## src/smeu_pkg.sv

```systemverilog
package smeu_pkg;

  localparam int StackDepth = 64;
  localparam int StoreDepth = 256;
  localparam int WordBits   = 64;
  localparam int SpW        = $clog2(StackDepth + 1);
  localparam int SaW        = $clog2(StackDepth);
  localparam int AdW        = (StoreDepth > 1) ? $clog2(StoreDepth) : 1;

  typedef enum logic [4:0] {
    C_LIT = 5'd0, C_ADD = 5'd1, C_SUB = 5'd2, C_MUL = 5'd3, C_DIV = 5'd4,
    C_AND = 5'd5, C_OR = 5'd6, C_XOR = 5'd7, C_NOT = 5'd8, C_SHL = 5'd9,
    C_SHR = 5'd10, C_LAND = 5'd11, C_LOR = 5'd12, C_GT = 5'd13, C_LT = 5'd14,
    C_EQ = 5'd15, C_NE = 5'd16, C_LE = 5'd17, C_GE = 5'd18, C_LNOT = 5'd19,
    C_EXIT = 5'd20, C_DROP = 5'd21, C_DUP = 5'd22, C_SWAP = 5'd23,
    C_OVER = 5'd24, C_ROT = 5'd25, C_NIP = 5'd26, C_TUCK = 5'd27,
    C_DROP2 = 5'd28, C_DUP2 = 5'd29, C_STORE = 5'd30, C_FETCH = 5'd31
  } cmd_t;

  typedef enum logic [2:0] {
    E_OK = 3'd0, E_UNDER = 3'd1, E_OVER = 3'd2, E_DIVZ = 3'd3,
    E_NEGSH = 3'd4, E_BIGSH = 3'd5, E_ADDR = 3'd6, E_HALT = 3'd7
  } err_t;

  typedef struct packed {
    logic [4:0]         cmd;
    logic signed [63:0] literal;
  } in_word_t;

  typedef struct packed {
    logic signed [63:0] top_value;
    logic [6:0]         stack_depth;
    logic [2:0]         error_code;
    logic               halted;
  } out_word_t;

  // shared unit operation select
  typedef enum logic [1:0] {
    U_MUL = 2'd0, U_DIV = 2'd1, U_SHL = 2'd2, U_SHR = 2'd3
  } uop_t;

  typedef struct packed {
    logic       start;
    uop_t       op;
  } unit_ctl_t;

endpackage

```

## src/smeu_alu_unit.sv

```systemverilog
module smeu_alu_unit (
  input  logic                  clk,
  input  logic                  rst_n,
  input  smeu_pkg::unit_ctl_t   ctl,
  input  logic [63:0]           a,
  input  logic [63:0]           b,
  output logic                  done,
  output logic [63:0]           result
);
  import smeu_pkg::*;

  // one bit per cycle: shift-add multiply, restoring divide, one-place shifts
  uop_t        op_r;
  logic        busy_r, neg_q_r;
  logic [6:0]  cnt_r;
  logic [63:0] acc_r, opa_r, opb_r, rem_r;
  logic [64:0] diff;
  logic [63:0] rem_sh;
  logic [63:0] absa, absb;

  assign absa   = a[63] ? (64'd0 - a) : a;
  assign absb   = b[63] ? (64'd0 - b) : b;
  assign rem_sh = {rem_r[62:0], opa_r[63]};
  assign diff   = {1'b0, rem_sh} - {1'b0, opb_r};

  always_ff @(posedge clk) begin
    if (!rst_n) begin
      busy_r <= 1'b0;
      done   <= 1'b0;
      cnt_r  <= '0;
    end else begin
      done <= 1'b0;
      if (ctl.start) begin
        busy_r  <= 1'b1;
        op_r    <= ctl.op;
        neg_q_r <= a[63] ^ b[63];
        rem_r   <= '0;
        case (ctl.op)
          U_MUL: begin acc_r <= '0; opa_r <= a; opb_r <= b; cnt_r <= 7'd64; end
          U_DIV: begin acc_r <= '0; opa_r <= absa; opb_r <= absb; cnt_r <= 7'd64; end
          default: begin acc_r <= a; opa_r <= a; opb_r <= b; cnt_r <= {1'b0, b[5:0]}; end
        endcase
      end else if (busy_r) begin
        if (cnt_r == 7'd0) begin
          busy_r <= 1'b0;
          done   <= 1'b1;
          if (op_r == U_DIV) begin
            acc_r <= neg_q_r ? (64'd0 - acc_r) : acc_r;
          end
        end else begin
          cnt_r <= cnt_r - 7'd1;
          case (op_r)
            U_MUL: begin
              if (opb_r[0]) acc_r <= acc_r + opa_r;
              opa_r <= {opa_r[62:0], 1'b0};
              opb_r <= {1'b0, opb_r[63:1]};
            end
            U_DIV: begin
              opa_r <= {opa_r[62:0], 1'b0};
              if (!diff[64]) begin
                rem_r <= diff[63:0];
                acc_r <= {acc_r[62:0], 1'b1};
              end else begin
                rem_r <= rem_sh;
                acc_r <= {acc_r[62:0], 1'b0};
              end
            end
            U_SHL:   acc_r <= {acc_r[62:0], 1'b0};
            default: acc_r <= {1'b0, acc_r[63:1]};
          endcase
        end
      end
    end
  end

  assign result = acc_r;

endmodule

```

## config.mk

```make
export PLATFORM = sky130hd
export DESIGN_NAME = smeu_alu_unit
export DESIGN_NICKNAME = d
export VERILOG_FILES = /design/src/smeu_pkg.sv /design/src/smeu_alu_unit.sv
export SDC_FILE = /design/constraint.sdc
export NUM_CORES = 1
export LEC_CHECK = 0
export BUFFER_PORTS_ARGS = -buffer_cell sky130_fd_sc_hd__buf_2
export CAP_MARGIN = 25
export CELL_PAD_IN_SITES_DETAIL_PLACEMENT = 0
export CELL_PAD_IN_SITES_GLOBAL_PLACEMENT = 1
export CORE_AREA = 8 8 276 278
export CTS_BUF_LIST = sky130_fd_sc_hd__clkbuf_4
export DETAILED_ROUTE_END_ITERATION = 12
export DIE_AREA = 0 0 284 286
export PLACE_DENSITY_LB_ADDON = 0.1
export SYNTH_ARGS = -nofsm -noshare
export SYNTH_HDL_FRONTEND = slang
export SYNTH_SLANG_ARGS = --single-unit
```

## constraint.sdc

```tcl
create_clock -name clk -period 7 [get_ports clk]
set_input_delay 0.7 -clock clk [delete_from_list [all_inputs] [get_ports clk]]
set_output_delay 0.7 -clock clk [all_outputs]
set_load 0.03 [all_outputs]
```

==> results.md, run 1 <==
* Outcome: complete, no violations
* Kind of start point of the critical path: register
* Total core area at 0.0721 sq mm
* Worst hold-check path type: primary input to register
* Min Clock Period, post-route at 4.82 ns
* Count of unique library cells instantiated by Yosys at 77
* Initial antenna violation count at 6
* Post-CTS Hold Buffers at 1
* Setup Skew at 0.0646 ns
* Setup violators final at 0
* Post-Synth XOR/XNOR Area at 9.99%
* Multiplexer area fraction after synthesis at 2.28%
* Post-synth ARST share at 0%
* Post-synth EDFFs at 258
* Layout cells sized above 1 at 13.3%
* Main combinational cell family by area after synthesis: compound AO/OA/AOI/OAI gates
* Maximum VDD drop at 0.119 mV
* Gr usage total at 21.7%
* CTS Buf Count at 90
* Simple-gate share of the synthesized area at 19.2%
* Final Hold Viols at 0
* Die width at 284 um
* Crit. End Element: register
* Synth Instances at 3072
* Largest cells by area after synthesis: edfxtp_1 31%, a21oi_1 7.8%, ha_1 6.6%
* Area of the multi-input gates at 0.0158 sq mm
* Final Wtd Congestion at 0.858
* Clk_lat worst skew at 0.85 ns
* Fin Setup TNS at 0 ns
* Nets at 3479
* Area Overhead vs Synth at 12.0%
* Via-to-Cell Ratio at 5.65
* Fillers at 7615
* Register bit count reported by yosys at 267
* Data arrival, critical path at 5.35 ns
* TritonCTS clock tree: yes
* Sequential cell area at 0.00793 sq mm
* Die H at 286 um
* Synth Area in Adders at 6.74%
* CP required at 7.53 ns
* CTS H-Tree Depth at 3
* Longest Clk Path Bufs at 3
* # DRC at 0
* RSZ-0062 raised after global routing: no
* Die area at 0.0812 sq mm
* Syn Area/Cell at 8.10 sq um
* Post-cts resize count at 0
* Antenna-violating nets left at 0
* Most used DFF post-synth: edfxtp_1
* Dpl hpwl at 66700 um
* Final core utilization at 38.7%
* Crit share post-route at 68.9%
* CTS Sinks at 267
* Port buffer count at 197
* Cell taking the most area after synthesis: edfxtp_1
* First-pass DRT Iterations at 6
* Io pins at 198
* Sequential-to-total area share from yosys stat at 31.8%
* Maximum clock rate at 207 MHz
* Detailed-route via count at 23968
* Worst-Margin Slew at 1.02 ns
* Clk root buf: clkbuf_4
* Fin. max-slew vios at 0
* Post-CTS Setup Bufs at 0
* Ys Warns at 0
* Routed WL at 90900 um
* Vias in the first global route at 24147
* Max cap viols at 0
* Power Density at 210 mW/mm^2
* First-pass GRT wire length at 142000 um
* Row cnt at 99
* Synth top area share at 31.1%
* Leakage power at 10.8 nW
* Clk pin slew, worst setup/hold paths at 0.07 ns
* CP Max Fanout at 31
* Synth Cell Area at 0.0249 sq mm
* Compound-gate portion of the synthesized area at 25.1%
* DR iter-0 viols at 1607
* Critical Setup Path Class: register to register
* Cells on worst reg2reg path at 14
* Initial Util at 34.5%
* Hold Crit Depth at 3
* Mapped Nets at 3338
* Worst slew margin at 31.9%
* Pin count of the biggest net entering global routing at 126
* Grt ovf at 0
* Hold Worst Slack at 0.192 ns
* Wire per inst at 21.4 um
==> power breakdown <==
group          internal, mW  total [mW]  switching, mW  leakage, nW
registers              1.93        2.09          0.153         2.51
clock network         0.886        1.70          0.815        0.669
logic                 0.757        2.07           1.31         7.64
total                  3.58        5.86           2.28         10.8
==> Yosys cell counts (61+ instances only) <==
library cell,instances
a21o_1,88
a21oi_1,387
clkbuf_1,178
edfxtp_1,258
ha_1,131
inv_1,131
nand2_1,296
nand3_1,61
nor2_1,301
nor3_1,66
o21ai_0,197
xnor2_1,179
xor2_1,105
==> per-stage QoR <==
| step | instance area [sq um] | cells | power (mW) | worst slack, ns |
|---|---|---|---|---|
| finish | 27900 | 4241 | 5.86 | 2.18 |
| floorplan | 24900 | 3072 | 3.52 | 1.46 |
| global route | 27900 | 4238 | 6.25 | 1.65 |
| CTS | 27800 | 4235 | 5.93 | 2.11 |
| detailed placement | 26700 | 4078 | 4.17 | 2.11 |
| global placement | 26700 | 4077 | 4.17 | 1.85 |
==> per-layer routing <==
metal  wire (um)  part of all wire [%]  global-route usage, %
met5          27                 0.030                      0
met4        2990                   3.3                   7.97
met3        4930                   5.4                   3.69
met2       43000                    47                   36.7
met1       40000                    44                   27.6
==> layout by cell type (no fill, tap or decap), types with 13 or more instances in the layout <==
cell type    n
nand2_1    296
buf_4       38
o31ai_1     29
nand4_1     42
buf_2      197
o211ai_1    26
xnor2_1    179
and2_1      23
nor2b_1     24
nand3_1     61
clkinv_1    18
nor2_1     299
o21bai_1    28
mux2i_1     32
o21ai_0    197
a21o_1      88
a22oi_1     14
and3_1      16
or4_1       25
nor3_1      66
a21oi_1    385
edfxtp_1   258
xor2_1     105
nor4_1      26
or3_1       23
mux2_2      22
a211oi_1    50
or2_2       13
inv_1      131
ha_1       131
a31oi_1     42
clkbuf_4   131
o21a_1      25
nand2b_1    49
==> path summary, 6_finish.rpt <==
kind,slack (ns),endpoint,startpoint
setup reg to reg,2.18,rem_r[3],opa_r[63]
hold reg to reg,0.55,cnt_r[5],cnt_r[5]
setup / recovery,2.18,rem_r[3],opa_r[63]
hold / removal,0.19,result[6],a[6]
==> area by class of cell <==
type	count	area share, %
clock buffer	131	3.53
timing repair buffer	238	4.75
multi-input combinational	2485	56.7
antenna	5	0.0449
sequential	267	28.4
inverter	131	1.76
clock inverter	25	0.458
tap	959	4.30
==> cells by family (layout without fill, tap and decap cells) <==
family	count (synthesis)	after routing
DFF	267	267
and+or+nand+nor	1003	1003
xor gates and xnor gates	284	284
buffers and inverters	320	525
adders and majority gates	133	133
muxes	54	54
AOI/OAI and AO/OA	1011	1011
other	0	5
==> worst max-delay path: stages (launching register included) <==
cell      delay, ns
edfxtp_1       0.42
inv_1          0.08
ha_1           0.18
fa_1           0.24
nor2b_1        0.07
o31ai_1        0.32
a21oi_1        0.25
a211oi_1       0.34
o211a_1        0.37
a211oi_1       0.14
o31ai_1        0.56
a21o_1         0.84
buf_4          0.48
or3_1          0.17
a21oi_1        0.06
==> flip-flops by register name (all words and copies together), names as in the netlist <==
register  count
cnt_r         7
opb_r        64
op_r          2
done          1
result       64
opa_r        64
neg_q_r       1
rem_r        63
busy_r        1
No activity file was read; power rests on OpenSTA's default activity.
==> run 2: changes to the inputs <==
==> constraint.sdc (replaced) <==
create_clock -name clk -period 4.2 [get_ports clk]
set_input_delay 0.42 -clock clk [delete_from_list [all_inputs] [get_ports clk]]
set_output_delay 0.42 -clock clk [all_outputs]
set_load 0.03 [all_outputs]
==> run 2 against run 1 <==
  * Global-route usage increased by 0.49 points
  * Die area is the same
  * Worst hold slack got worse by 0.084 ns
  * Highest routed layer unchanged
==> results.md, run 2 (synthesis results as in run 1) <==
* CTS H-Tree Depth at 3
* Vias in the first global route at 24817
* Commonest non-fill, non-tap cell in the layout: a21oi_1
* Wire per inst at 21.0 um
* Sequential fraction of design power at 34.5%
* P_int at 6.13 mW
* Worst slew margin at 34.1%
* Max cap viols at 0
* Grt ovf at 0
* Leakage power at 11.7 nW
* Antenna-violating nets left at 0
* R2r endpoint: result[49]
* Comb power frac at 36.9%
* Min Clock Period, post-route at 4.00 ns
* Area Overhead vs Synth at 19.4%
* RSZ-0062 raised after global routing: no
* Outcome: complete, no violations
* Placed Cells at 4158
* Gr usage total at 22.2%
* Worst-Margin Slew at 0.989 ns
* Placed cell areas at 0.0274 sq mm
* Total core area at 0.0721 sq mm
* Final Hold Viols at 0
* First-pass DRT Iterations at 7
* Maximum clock rate at 250 MHz
* Clk_lat worst skew at 0.82 ns
* Worst hold endpoint: opb_r[0]
* Longest Clk Path Bufs at 3
* Die area at 0.0812 sq mm
* Port buffer count at 197
* Fin Setup TNS at 0 ns
* Routed WL at 93100 um
* Row cnt at 99
* Maximum VDD drop at 0.151 mV
* Setup Skew at 0.0367 ns
* Power Density at 334 mW/mm^2
* Die H at 286 um
* # DRC at 0
* Hold Crit Depth at 3
* Fillers at 7461
* Fin. max-slew vios at 0
* Dpl hpwl at 68800 um
* Detailed-route via count at 24617
* Die width at 284 um
* Critical Setup Path Class: register to register
* Initial Util at 34.5%
* Data arrival, critical path at 4.57 ns
* Layout cells sized above 1 at 14.9%
* CTS Buf Count at 90
* Fin cells at 4432
* Crit. End Element: register
* P_sw at 3.81 mW
* TritonCTS clock tree: yes
* Final core utilization at 41.2%
* R2r startpoint: result[26]
* Setup violators final at 0
* CP startpoint: result[26]
* DR iter-0 viols at 1606
* Worst hold-check path type: primary input to register
* Final WS setup at 0.197 ns
* Commonest non-fill, non-tap cells in the layout: 385 x a21oi_1, 299 x nor2_1, 296 x nand2_1, 258 x edfxtp_1
* Worst R2R Setup Slack at 0.20 ns
* Clk pin slew, worst setup/hold paths at 0.07 ns
* Crit share post-route at 95.3%
* Dpl ws at -0.295 ns
* Via-to-Cell Ratio at 5.55
* CP Max Fanout at 7
* Clock power frac at 28.6%
* Initial antenna violation count at 4
* Io pins at 198
* First-pass GRT wire length at 146000 um
* CP required at 4.77 ns
* Pin count of the biggest net entering global routing at 158
* Post-CTS Setup Bufs at 0
* Cells on worst reg2reg path at 14
* Hold Crit Start: b[0]
* CTS Sinks at 267
* Net switching share of the total power at 38.3%
* Final Wtd Congestion at 0.894
* Kind of start point of the critical path: register
* Cell area after layout at 0.0297 sq mm
* Clk root buf: clkbuf_4
* Nets at 3676
run 2: changes by cell type in the layout (fill, tap and decap cells not counted), sizes merged:
cell | before | now
dlygate4sd3 | 1 | 118
buf | 237 | 317
clkinv | 24 | 12
inv | 131 | 134
clkbuf | 131 | 133
clkinvlp | 0 | 1
run 2: stage by stage:
step                      power, mW  hold slack (ns)
final                          9.93            0.108
after global placement         7.01            0.539
after CTS                      10.1          0.00264
after detailed placement       7.03            0.543
after global routing           10.6           0.0288
after floorplan                5.86            0.505
run 2: layout make-up:
| type | instances | area (sq um) | area share [%] |
|---|---|---|---|
| inverters | 131 | 492 | 1.65 |
| well taps | 959 | 1200 | 4.04 |
| flip-flops and latches | 267 | 7930 | 26.7 |
| clock inverters | 17 | 96.3 | 0.324 |
| diodes | 5 | 12.5 | 0.0421 |
| multi-input cells | 2485 | 15800 | 53.2 |
| clock buffers | 133 | 998 | 3.36 |
| repair buffers | 435 | 3170 | 10.7 |
run 2: worst max-delay path by stage:
stage                 endpoint  slack [ns]
floorplan            result[0]        0.10
global placement    result[61]       -0.25
detailed placement  result[61]       -0.29
CTS                 result[49]        0.12
global route        result[61]        0.02
finish              result[49]        0.20
run 2: power by group through the flow:
| stage | combinational [mW] | sequential, mW | clock, mW |
|---|---|---|---|
| 6_report | 3.67 | 3.43 | 2.84 |
| 4_1_cts | 3.66 | 3.43 | 2.97 |
| 3_5_place_dp | 3.55 | 3.48 | 0 |
| 2_1_floorplan | 2.31 | 3.56 | 0 |
| 3_3_place_gp | 3.53 | 3.48 | 0 |
| 5_1_grt | 4.05 | 3.46 | 3.10 |
run 2: metal layers:
metal	share of wire (%)	global-route usage (%)	vias to the layer above
met5	0.013	0	-
met4	2.6	6.63	2
met3	5.1	3.61	146
met2	48	38.3	686
met1	44	28.3	11739
li1	-	-	12044
run 2: worst max-delay path, cell delays in order (launching register included):
cell	delay (ns)
edfxtp_1	0.39
buf_4	0.19
ha_1	0.38
and2_1	0.20
nand3_1	0.12
nor3_1	0.29
nand2_1	0.14
a2111oi_1	0.57
buf_4	0.24
o31ai_1	0.08
buf_4	0.17
o31ai_1	0.41
xnor2_1	0.21
a21oi_1	0.12
a221o_1	0.27
run 2: timing repair:
action,in CTS,in global routing
hold buffers,118,0
endpoints found under the setup margin,3,2
resized for setup,2,1
hold endpoints to repair,173,0
